## config.mk

```make
export PLATFORM = sky130hd
export DESIGN_NAME = mnpt_ctrl
export DESIGN_NICKNAME = d
export VERILOG_FILES = /design/src/rtl/mnpt_pkg.sv /design/src/rtl/mnpt_ctrl.sv
export SDC_FILE = /design/constraint.sdc
export NUM_CORES = 1
export LEC_CHECK = 0
export BUFFER_PORTS_ARGS = -buffer_cell sky130_fd_sc_hd__buf_2
export CORE_AREA = 4 4 41 43
export DETAILED_ROUTE_END_ITERATION = 8
export DIE_AREA = 0 0 45 47
export PLACE_DENSITY = 0.58
export RECOVER_POWER = 25
export SYNTH_ARGS = -nofsm -noshare
export SYNTH_HDL_FRONTEND = slang
export SYNTH_SLANG_ARGS = --single-unit
```

## constraint.sdc

```tcl
create_clock -name clk -period 3.9 [get_ports clk]
set_input_delay 0.78 -clock clk [delete_from_list [all_inputs] [get_ports clk]]
set_output_delay 0.78 -clock clk [all_outputs]
set_load 0.02 [all_outputs]
```

## src/rtl/mnpt_pkg.sv

```systemverilog
// Package for the MIDI note pairing tracker: widths, codes, defaults.
// No dependencies.
package mnpt_pkg;
  localparam int TickW    = 31;
  localparam int PitchW   = 7;
  localparam int Pitches  = 128;
  localparam logic [30:0] TickMax = 31'h7fffffff;
  localparam int DefChannels   = 16;
  localparam int DefQueueDepth = 4;
  localparam logic [15:0] TpqReset = 16'd480;

  localparam logic [1:0] OpCtl   = 2'd0;
  localparam logic [1:0] OpOn    = 2'd1;
  localparam logic [1:0] OpOff   = 2'd2;
  localparam logic [1:0] OpDrain = 2'd3;

  localparam logic [7:0] CtlBankHi = 8'd0;
  localparam logic [7:0] CtlBankLo = 8'd32;
  localparam logic [7:0] CtlProg   = 8'd129;

  localparam logic [1:0] StOff   = 2'd0;
  localparam logic [1:0] StDrain = 2'd1;
  localparam logic [1:0] StDrop  = 2'd2;

  // controller -> datapath commands
  typedef struct packed {
    logic cap;     // capture the input beat
    logic rd;      // read key state (head, count)
    logic rde;     // read queue entry at head
    logic push;    // write entry, bump count
    logic pop;     // emit head entry, advance head
    logic drop;    // emit dropped note
    logic ctl;     // apply controller
    logic clr;     // clearing pass step
  } cmd_t;

  // datapath -> controller status
  typedef struct packed {
    logic [1:0] op;
    logic valid;    // channel/pitch in range
    logic note_on;  // op on with velocity > 0
    logic empty;
    logic full;
    logic last_pop; // count is one
    logic clr_done;
  } stat_t;
endpackage

```

## src/rtl/mnpt_ctrl.sv

```systemverilog
// Controller FSM: sequences capture, memory read, write-back and result beats.
// Depends on mnpt_pkg.
module mnpt_ctrl import mnpt_pkg::*; (
  input  logic  clk,
  input  logic  rst_n,
  input  logic  start,
  output logic  busy,
  input  stat_t st,
  output cmd_t  cmd
);
  typedef enum logic [5:0] {
    S_CLR  = 6'b000001,
    S_IDLE = 6'b000010,
    S_RD   = 6'b000100,
    S_ENT  = 6'b001000,
    S_ACT  = 6'b010000,
    S_WAIT = 6'b100000
  } state_t;
  state_t state_r, state_nxt;

  always_comb begin
    cmd = '0;
    state_nxt = state_r;
    unique case (state_r)
      S_CLR: begin
        cmd.clr = 1'b1;
        if (st.clr_done) state_nxt = S_IDLE;
      end
      S_IDLE: if (start) begin
        cmd.cap = 1'b1; state_nxt = S_RD;
      end
      S_RD: begin
        cmd.rd = 1'b1; state_nxt = S_ENT;
        if (!st.valid) state_nxt = S_IDLE;
        else if (st.op == OpCtl) begin
          cmd.ctl = 1'b1; state_nxt = S_IDLE;
        end
      end
      S_ENT: begin
        cmd.rde = 1'b1; state_nxt = S_ACT;
      end
      S_ACT: begin
        state_nxt = S_IDLE;
        if (st.note_on) begin
          if (st.full) cmd.drop = 1'b1;
          else cmd.push = 1'b1;
        end else if (!st.empty) begin
          cmd.pop = 1'b1;
          if (st.op == OpDrain && !st.last_pop) state_nxt = S_WAIT;
        end
      end
      S_WAIT: begin
        cmd.rde = 1'b1; state_nxt = S_ACT;
      end
      default: state_nxt = S_IDLE;
    endcase
  end

  always_ff @(posedge clk) begin
    if (!rst_n) state_r <= S_CLR;
    else state_r <= state_nxt;
  end

  assign busy = (state_r != S_IDLE);

`ifndef NO_ASSERTIONS
  a_onehot: assert property (@(posedge clk) disable iff (!rst_n) $onehot(state_r))
    else $error("state not one-hot");
  a_excl: assert property (@(posedge clk) disable iff (!rst_n)
    !(cmd.push && cmd.pop) && !(cmd.drop && cmd.pop))
    else $error("conflicting commands");
  a_cap: assert property (@(posedge clk) disable iff (!rst_n) cmd.cap |=> state_r == S_RD)
    else $error("capture not followed by read");
`endif
endmodule

```

==> run metrics, run 1 <==
Nets=77; layout cells sized above 1=0.375; Hold EP=state_r[5]; static leakage=0.232 nW; core box area=1300 um^2; Boundary Pins=20; Final Non-Filler Cells=79; Max H-tree Level=1; fin crit share=0.624; total gr overflow=0; vias in the first global route=374; count of hold-fix buffers inserted at cts=0; Synth Cell Area=roughly 360 um^2; syn_area_per_cell=8.55 um^2; sequential area share after synthesis=0.334; Final ANT Viol Nets=0; Top reg by flops=state_r; number of synthesized flops with an enable pin=0; Syn-to-layout area delta=31.7%; path type of the worst min-delay path=reg -> reg; PortBufs=19; Largest register FFs=6; Mapped Nets=53; fin crit period=roughly 2.4 ns; top-count cell post-synth=dfxtp_1; # DRC=0; Final Hold Vio Count=0; postcts setup bufs=0; Worst Max-Slew Pin Slew=0.515 ns; MaxCap Viol Count=0; Ys Warns=0; placed cells=76; clk_lat worst skew=approximately 0.25 ns; Main synth FF type=dfxtp_1; Worst Reg-to-Reg Cells=4; Die H=47 um; post-DP HPWL=776 um; routed vias/inst=5.03; drt first pass iters=2; R2R Setup Slk=2.12 ns; biggest regs=state_r x6; Hold WS=0.605 ns; status=finished, final reports clean; hold path cells=2; largest net degree at the start of global routing=7; crit path buf inv count=1; RSZ-0062 raised after global routing=no; CTS Sinks=6; Post-CTS Resized=0; hold wc startpoint=state_r[4]; Relative slew margins=0.652; Crit. End Element=output pin; clk buf depth=2; CTS tree=yes; post-synth cell types=22; global-route wire length before repair=1630 um; final total power=approximately 150 uW; diode count=0; Layout Skew=~0.0044 ns; CTS Buf Count=3; Cell Pwr Density=316 nW/um^2; vias=just under 400; reg2reg start=state_r[3]; CP top delay family=simple AND/OR/NAND/NOR gates; Yosys top cell area share=0.334; std cell rows=13; Critical Path Source Type=flop; CP required=roughly 3.1 ns; CP Cell Sequence=or2b_1 -> nor4_2 -> nand2_1 -> nor3_1 -> buf_2; largest cells by area after synthesis=dfxtp_1 (33%), o41ai_4 (7.7%), nor3_1 (7.0%), nand2_1 (4.2%), nor2_1 (4.2%); #FFs+latches synth=6; die area=2120 um^2; Max VDD drop=0.153 mV; DRT iter0 DRCs=7; Clock transition at path regs=0.05 ns; CP Class=reg -> out; clock root cell=clkbuf_4; Initial Util=0.276; GPL Wtd Cong=0.693; per-cell routed wire length=11.6 um; DRT Wirelength=a little over 900 um; Tot GR Track Use=0.113; Worst R2R End=state_r[3]; slowest cell on the critical path=dfxtp_1; fin. max-slew vios=0; crit path DAT=about 1.7 ns; Setup Viol. Count Final=0; Synth area leader=dfxtp_1; Syn Inst Count=42; slowest stage delay, CP=approximately 0.36 ns; Crit Path Max Fanout=5; ys async rst share=0; synth cell count leaders=dfxtp_1 (6), nor3_1 (5), nand2_1 (4), nor2_1 (4), inv_1 (3); Chip Width=45 um; post-layout util=0.363; highest clock rate=411 MHz; TNS Setup=0 ns; initial antenna violation count=0
[layout make-up]
class                   count  area (um^2)
multi-input cells          33          205
clock buffers               3         22.5
fillers                   142          828
inverters                   3         11.3
well taps                  15         18.8
flip-flops and latches      6          120
repair buffers             19         95.1
[worst register-to-register path, delay by kind of cell, from the launching register on]
family           cells  cell delay (ns)
AO/OA/AOI/OAI        2             0.70
flip-flops           1             0.34
AND/OR/NAND/NOR      2             0.62
[kinds of logic after synthesis]
kind of cell    synth area share
compound gates             0.164
buf+inv                   0.0314
xor+xnor                  0.0244
simple gates               0.446
flops                      0.335
[where the power goes]
part           switching (mW)  internal, mW  leakage [nW]
clock                  0.0230        0.0348        0.0138
combinational          0.0145        0.0111         0.169
sequential            0.00230        0.0638        0.0491
total                  0.0398         0.110         0.232
[metrics by stage]
| step | area, um^2 | worst slack (ns) |
|---|---|---|
| after detailed placement | 473 | 1.71 |
| final | 473 | 1.47 |
| after CTS | 495 | 1.44 |
| after floorplan | 359 | 1.35 |
| after global placement | 473 | 1.70 |
| after global routing | 473 | 1.21 |
[worst max-delay path by stage]
| stage | cells past startpoint | to | startpoint |
|---|---|---|---|
| 2_1_floorplan | 4 | cmd[1] | state_r[2] |
| 3_3_place_gp | 4 | cmd[5] | state_r[4] |
| 3_5_place_dp | 4 | cmd[5] | state_r[4] |
| 4_1_cts | 4 | cmd[5] | state_r[4] |
| 5_1_grt | 5 | cmd[1] | state_r[2] |
| 6_report | 5 | cmd[1] | state_r[2] |
[layer usage]
metal  wire (um)  track usage  up-vias
li1            -            -      200
met1         394        0.121      182
met2         447        0.175       13
met3          63       0.0613        2
met4          10       0.0702        0
met5           0            0        -
[cells in the final DEF, fill, tap and decap left out]
master	count
and3_1	2
nor4_1	2
xnor2_1	1
nor3_1	5
nor2_1	4
nor4_2	1
a2bb2oi_1	1
o21ai_0	1
inv_1	3
clkbuf_4	3
dfxtp_1	6
a31oi_1	1
or4_1	3
nand3b_1	1
and2_0	1
or2_1	1
nand3_1	1
buf_2	19
o21bai_2	1
nand2_1	4
or2b_1	1
o41ai_1	1
nand4b_1	1
Power figures use the tool's default switching activity.
==> run 2: changes to the inputs <==
--- a/config.mk
+++ b/config.mk
@@ -9,7 +9,7 @@
 export CORE_AREA = 4 4 41 43
 export DETAILED_ROUTE_END_ITERATION = 8
 export DIE_AREA = 0 0 45 47
-export PLACE_DENSITY = 0.58
+export PLACE_DENSITY = 0.6
 export RECOVER_POWER = 25
 export SYNTH_ARGS = -nofsm -noshare
 export SYNTH_HDL_FRONTEND = slang
==> constraint.sdc (replaced) <==
create_clock -name clk -period 2.04 [get_ports clk]
set_input_delay 0.408 -clock clk [delete_from_list [all_inputs] [get_ports clk]]
set_output_delay 0.408 -clock clk [all_outputs]
set_load 0.02 [all_outputs]
==> run metrics, run 2 (same netlist as run 1, synthesis figures left out) <==
worst setup margin=0.0381 ns; NetSw=82.3 uW; Setup Viol. Count Final=0; crit path DAT=1.59 ns; CP Class=reg -> out; diode count=0; Crit Path Max Fanout=6; biggest regs=state_r x6; routed vias/inst=4.93; GPL Wtd Cong=0.731; hold path cells=2; CP Cell Sequence=or2_4 -> nor4_4 -> nand2_1 -> nor3_2 -> buf_4; path type of the worst min-delay path=in -> reg; Tot GR Track Use=0.106; Die H=47 um; initial antenna violation count=0; global-route wire length before repair=1570 um; die area=2120 um^2; slowest cell on the critical path=dfxtp_2; PortBufs=19; largest net degree at the start of global routing=7; total gr overflow=0; drt first pass iters=4; Placed Instance Area=478 um^2; CP required=1.63 ns; Seq pwr share=0.429; combinational share of power=0.199; commonest non-fill, non-tap cell in the layout=buf_2; highest clock rate=500 MHz; Initial Util=0.276; Place WS=~0.23 ns; slowest stage delay, CP=0.35 ns; RSZ-0062 raised after global routing=yes; std cell rows=13; layout cells sized above 1=0.500; Critical Path Source Type=flop; clock root cell=clkbuf_4; per-cell routed wire length=12.1 um; CTS tree=yes; CTS Buf Count=3; TNS Setup=0 ns; Chip Width=about 45 um; fin. max-slew vios=0; post-DP HPWL=between 700 and 800 um; clk buf depth=2; Nets=79; commonest non-fill, non-tap cells in the layout=buf_2 (17), dfxtp_1 (5); Finished Cell Area=543 um^2; static leakage=0.255 nW; fin crit share=0.981; clk_lat worst skew=0.25 ns; # DRC=0; Clk network pwr share=0.372; Pint=216 uW; vias=399; Filler Cell Count=146; Largest register FFs=6; fin crit period=2.00 ns; core box area=1300 um^2; DRT Wirelength=982 um; Worst Max-Slew Pin Slew=0.298 ns; Max VDD drop=about 0.30 mV; Final ANT Viol Nets=0; Worst Reg-to-Reg Cells=4; Top reg by flops=state_r; MaxCap Viol Count=0; CTS Sinks=6; Crit. End Element=output pin; Clock transition at path regs=0.05 ns; Max H-tree Level=1; Final Hold Vio Count=0; DRT iter0 DRCs=7; Layout Skew=slightly above 0.007 ns; Cell Pwr Density=550 nW/um^2; Relative slew margins=0.800; status=finished, final reports clean; vias in the first global route=between 300 and 400; Sw Ratio=0.276; Syn-to-layout area delta=51.2%; Boundary Pins=20
[run 2: changes by cell type in the layout (fill, tap and decap cells not counted), sizes merged]
cell | previous run | this run
buf | 19 | 21
[run 2: worst paths after layout]
check,startpoint,to,slack [ns]
setup reg to reg,state_r[2],state_r[3],0.49
hold reg to reg,state_r[4],state_r[0],0.54
setup / recovery,state_r[4],cmd[1],0.04
hold / removal,rst_n,state_r[0],0.36
[run 2: layer usage]
layer,GRT usage,share of wire,vias to the layer above
met4,0.0877,0.027,0
li1,-,-,204
met2,0.153,0.47,16
met1,0.135,0.43,176
met3,0.0230,0.061,3
met5,0,0,-
[run 2: stage by stage]
step / util / power [mW] / std cells / hold slack [ns]
finish: 0.417 / 0.299 / 81 / 0.362
CTS: 0.385 / 0.298 / 79 / 0.356
global route: 0.417 / 0.316 / 81 / 0.357
floorplan: - / 0.162 / 42 / 0.474
global placement: 0.367 / 0.185 / 76 / 0.610
detailed placement: 0.367 / 0.185 / 76 / 0.613
[run 2: cell type report]
class,count,area (um^2),share of cell area
clock buffers,3,22.5,0.0415
inverters,3,11.3,0.0207
multi-input cells,33,254,0.468
flip-flops and latches,6,121,0.224
well taps,15,18.8,0.0346
repair buffers,21,115,0.212
[run 2: power by group through the flow]
stage / logic [mW] / registers [mW] / clock network [mW]
after global routing: 0.0665 / 0.129 / 0.121
after global placement: 0.0562 / 0.129 / 0
after detailed placement: 0.0562 / 0.129 / 0
final: 0.0593 / 0.128 / 0.111
after CTS: 0.0564 / 0.127 / 0.115
after floorplan: 0.0340 / 0.128 / 0
[run 2: worst max-delay path, delay by kind of cell, from the launching register on]
kind                   cells  cell delay [ns]
and+or+nand+nor            4             0.83
DFF                        1             0.35
buffers and inverters      1             0.16
[run 2: timing repair]
action | 4_1_cts | 5_1_grt
pin swaps | 0 | 2
endpoints found under the setup margin | 2 | 5
setup buffers | 0 | 2
hold buffers | 0 | 0
gates resized for setup | 0 | 7
==> run 3: changes to the inputs <==
==> constraint.sdc (replaced) <==
create_clock -name clk -period 2.04 [get_ports clk]
set_input_delay 0.306 -clock clk [delete_from_list [all_inputs] [get_ports clk]]
set_output_delay 0.306 -clock clk [all_outputs]
set_load 0.02 [all_outputs]
==> run metrics, run 3 (same netlist as run 1, synthesis figures left out) <==
Die H=47 um; die area=between 2000 and 2500 um^2; CP required=1.73 ns; vias in the first global route=378; DRT Wirelength=914 um; R2R Setup Slk=0.33 ns; crit path DAT=1.61 ns; commonest non-fill, non-tap cell in the layout=buf_2; biggest regs=state_r x6; postcts setup bufs=0; Boundary Pins=20; Placed Instance Area=478 um^2; Crit. End Element=output pin; initial antenna violation count=0; Critical Path Source Type=flop; Place WS=0.334 ns; Top reg by flops=state_r; clk buf depth=2; status=finished, final reports clean; fin crit share=0.941; TNS Setup=0 ns; Worst R2R End=state_r[3]; Tot GR Track Use=0.106; PortBufs=19; Setup Viol. Count Final=0; Worst Max-Slew Pin Slew=0.458 ns; clk_lat worst skew=0.25 ns; CTS Sinks=6; total gr overflow=0; Syn-to-layout area delta=37.6%; Finished Cell Area=494 um^2; path type of the worst min-delay path=in -> reg; Chip Width=45 um; Hold EP=state_r[0]; highest clock rate=about 520 MHz; GPL Wtd Cong=0.731; std cell rows=13; post-DP HPWL=735 um; per-cell routed wire length=11.6 um; routed vias/inst=~5.1; worst setup margin=roughly 0.12 ns; diode count=0; NetSw=~78 uW; core box area=1300 um^2; static leakage=0.236 nW; Final Hold Vio Count=0; Clock transition at path regs=roughly 0.050 ns; reg2reg start=state_r[2]; Layout Skew=0.00567 ns; Nets=77; global-route wire length before repair=1570 um; MaxCap Viol Count=0; final total power=290 uW; Sw Ratio=0.268; Seq pwr share=0.440; # DRC=0; fin crit period=1.92 ns; Relative slew margins=0.690; Cell Pwr Density=between 500 and 600 nW/um^2; Max H-tree Level=1; vias=400; layout cells sized above 1=0.422; count of hold-fix buffers inserted at cts=0; RSZ-0062 raised after global routing=yes; Largest register FFs=6; CTS tree=yes; clock root cell=clkbuf_4; combinational share of power=0.180; Clk network pwr share=0.380; DRT iter0 DRCs=10; fin. max-slew vios=0; hold wc startpoint=rst_n; Crit Path Max Fanout=6; Pint=212 uW; commonest non-fill, non-tap cells in the layout=buf_2 (19), dfxtp_1 (6), nor3_1 (4), nand2_1 (4), nor2_1 (4); hold path cells=2; crit path from=state_r[4]; largest net degree at the start of global routing=7; drt first pass iters=4; CP Class=reg -> out; Worst Reg-to-Reg Cells=4; Final ANT Viol Nets=0; Max VDD drop=0.299 mV; Initial Util=0.276; CTS Buf Count=3
run 3: area by class of cell:
cell class,count,area (um^2)
sequential,6,120
inverter,3,11.3
timing repair buffer,19,95.1
clock buffer,3,22.5
multi-input combinational,33,226
fill,148,807
tap,15,18.8
run 3: metal layers:
metal	part of all wire	up-vias	global-route usage
met1	0.43	180	0.135
met4	0.024	0	0.0877
met5	0	-	0
li1	-	201	-
met3	0.071	2	0.0230
met2	0.47	17	0.153
run 3: worst max-delay path by stage:
| stage | to | slack, ns | depth (start not counted) |
|---|---|---|---|
| after detailed placement | cmd[5] | 0.33 | 4 |
| after CTS | cmd[1] | 0.06 | 5 |
| after global routing | cmd[1] | -0.02 | 5 |
| after floorplan | cmd[1] | 0.11 | 4 |
| final | cmd[5] | 0.12 | 4 |
| after global placement | cmd[5] | 0.33 | 4 |
run 3: worst max-delay path: stages (launching register included):
cell and delay [ns]:
dfxtp_1 0.35, or2_1 0.29, or4_4 0.52, inv_1 0.06, buf_2 0.15
run 3: power by group through the flow:
stage               combinational (mW)  sequential, mW  clock (mW)
finish                          0.0522           0.127       0.110
detailed placement              0.0562           0.129           0
floorplan                       0.0340           0.128           0
global route                    0.0589           0.128       0.121
global placement                0.0562           0.129           0
CTS                             0.0564           0.127       0.115
run 3: through the flow:
| step | utilization | std cells | hold slack (ns) |
|---|---|---|---|
| after CTS | 0.385 | 79 | 0.254 |
| after floorplan | - | 42 | 0.372 |
| after global routing | 0.380 | 79 | 0.288 |
| after detailed placement | 0.367 | 76 | 0.516 |
| final | 0.380 | 79 | 0.291 |
| after global placement | 0.367 | 76 | 0.516 |
run 3: repair_timing:
| item | 4_1_cts | 5_1_grt |
|---|---|---|
| endpoints found under the hold margin | 0 | 0 |
| resized for setup | 0 | 2 |
| setup endpoints to repair | 0 | 2 |
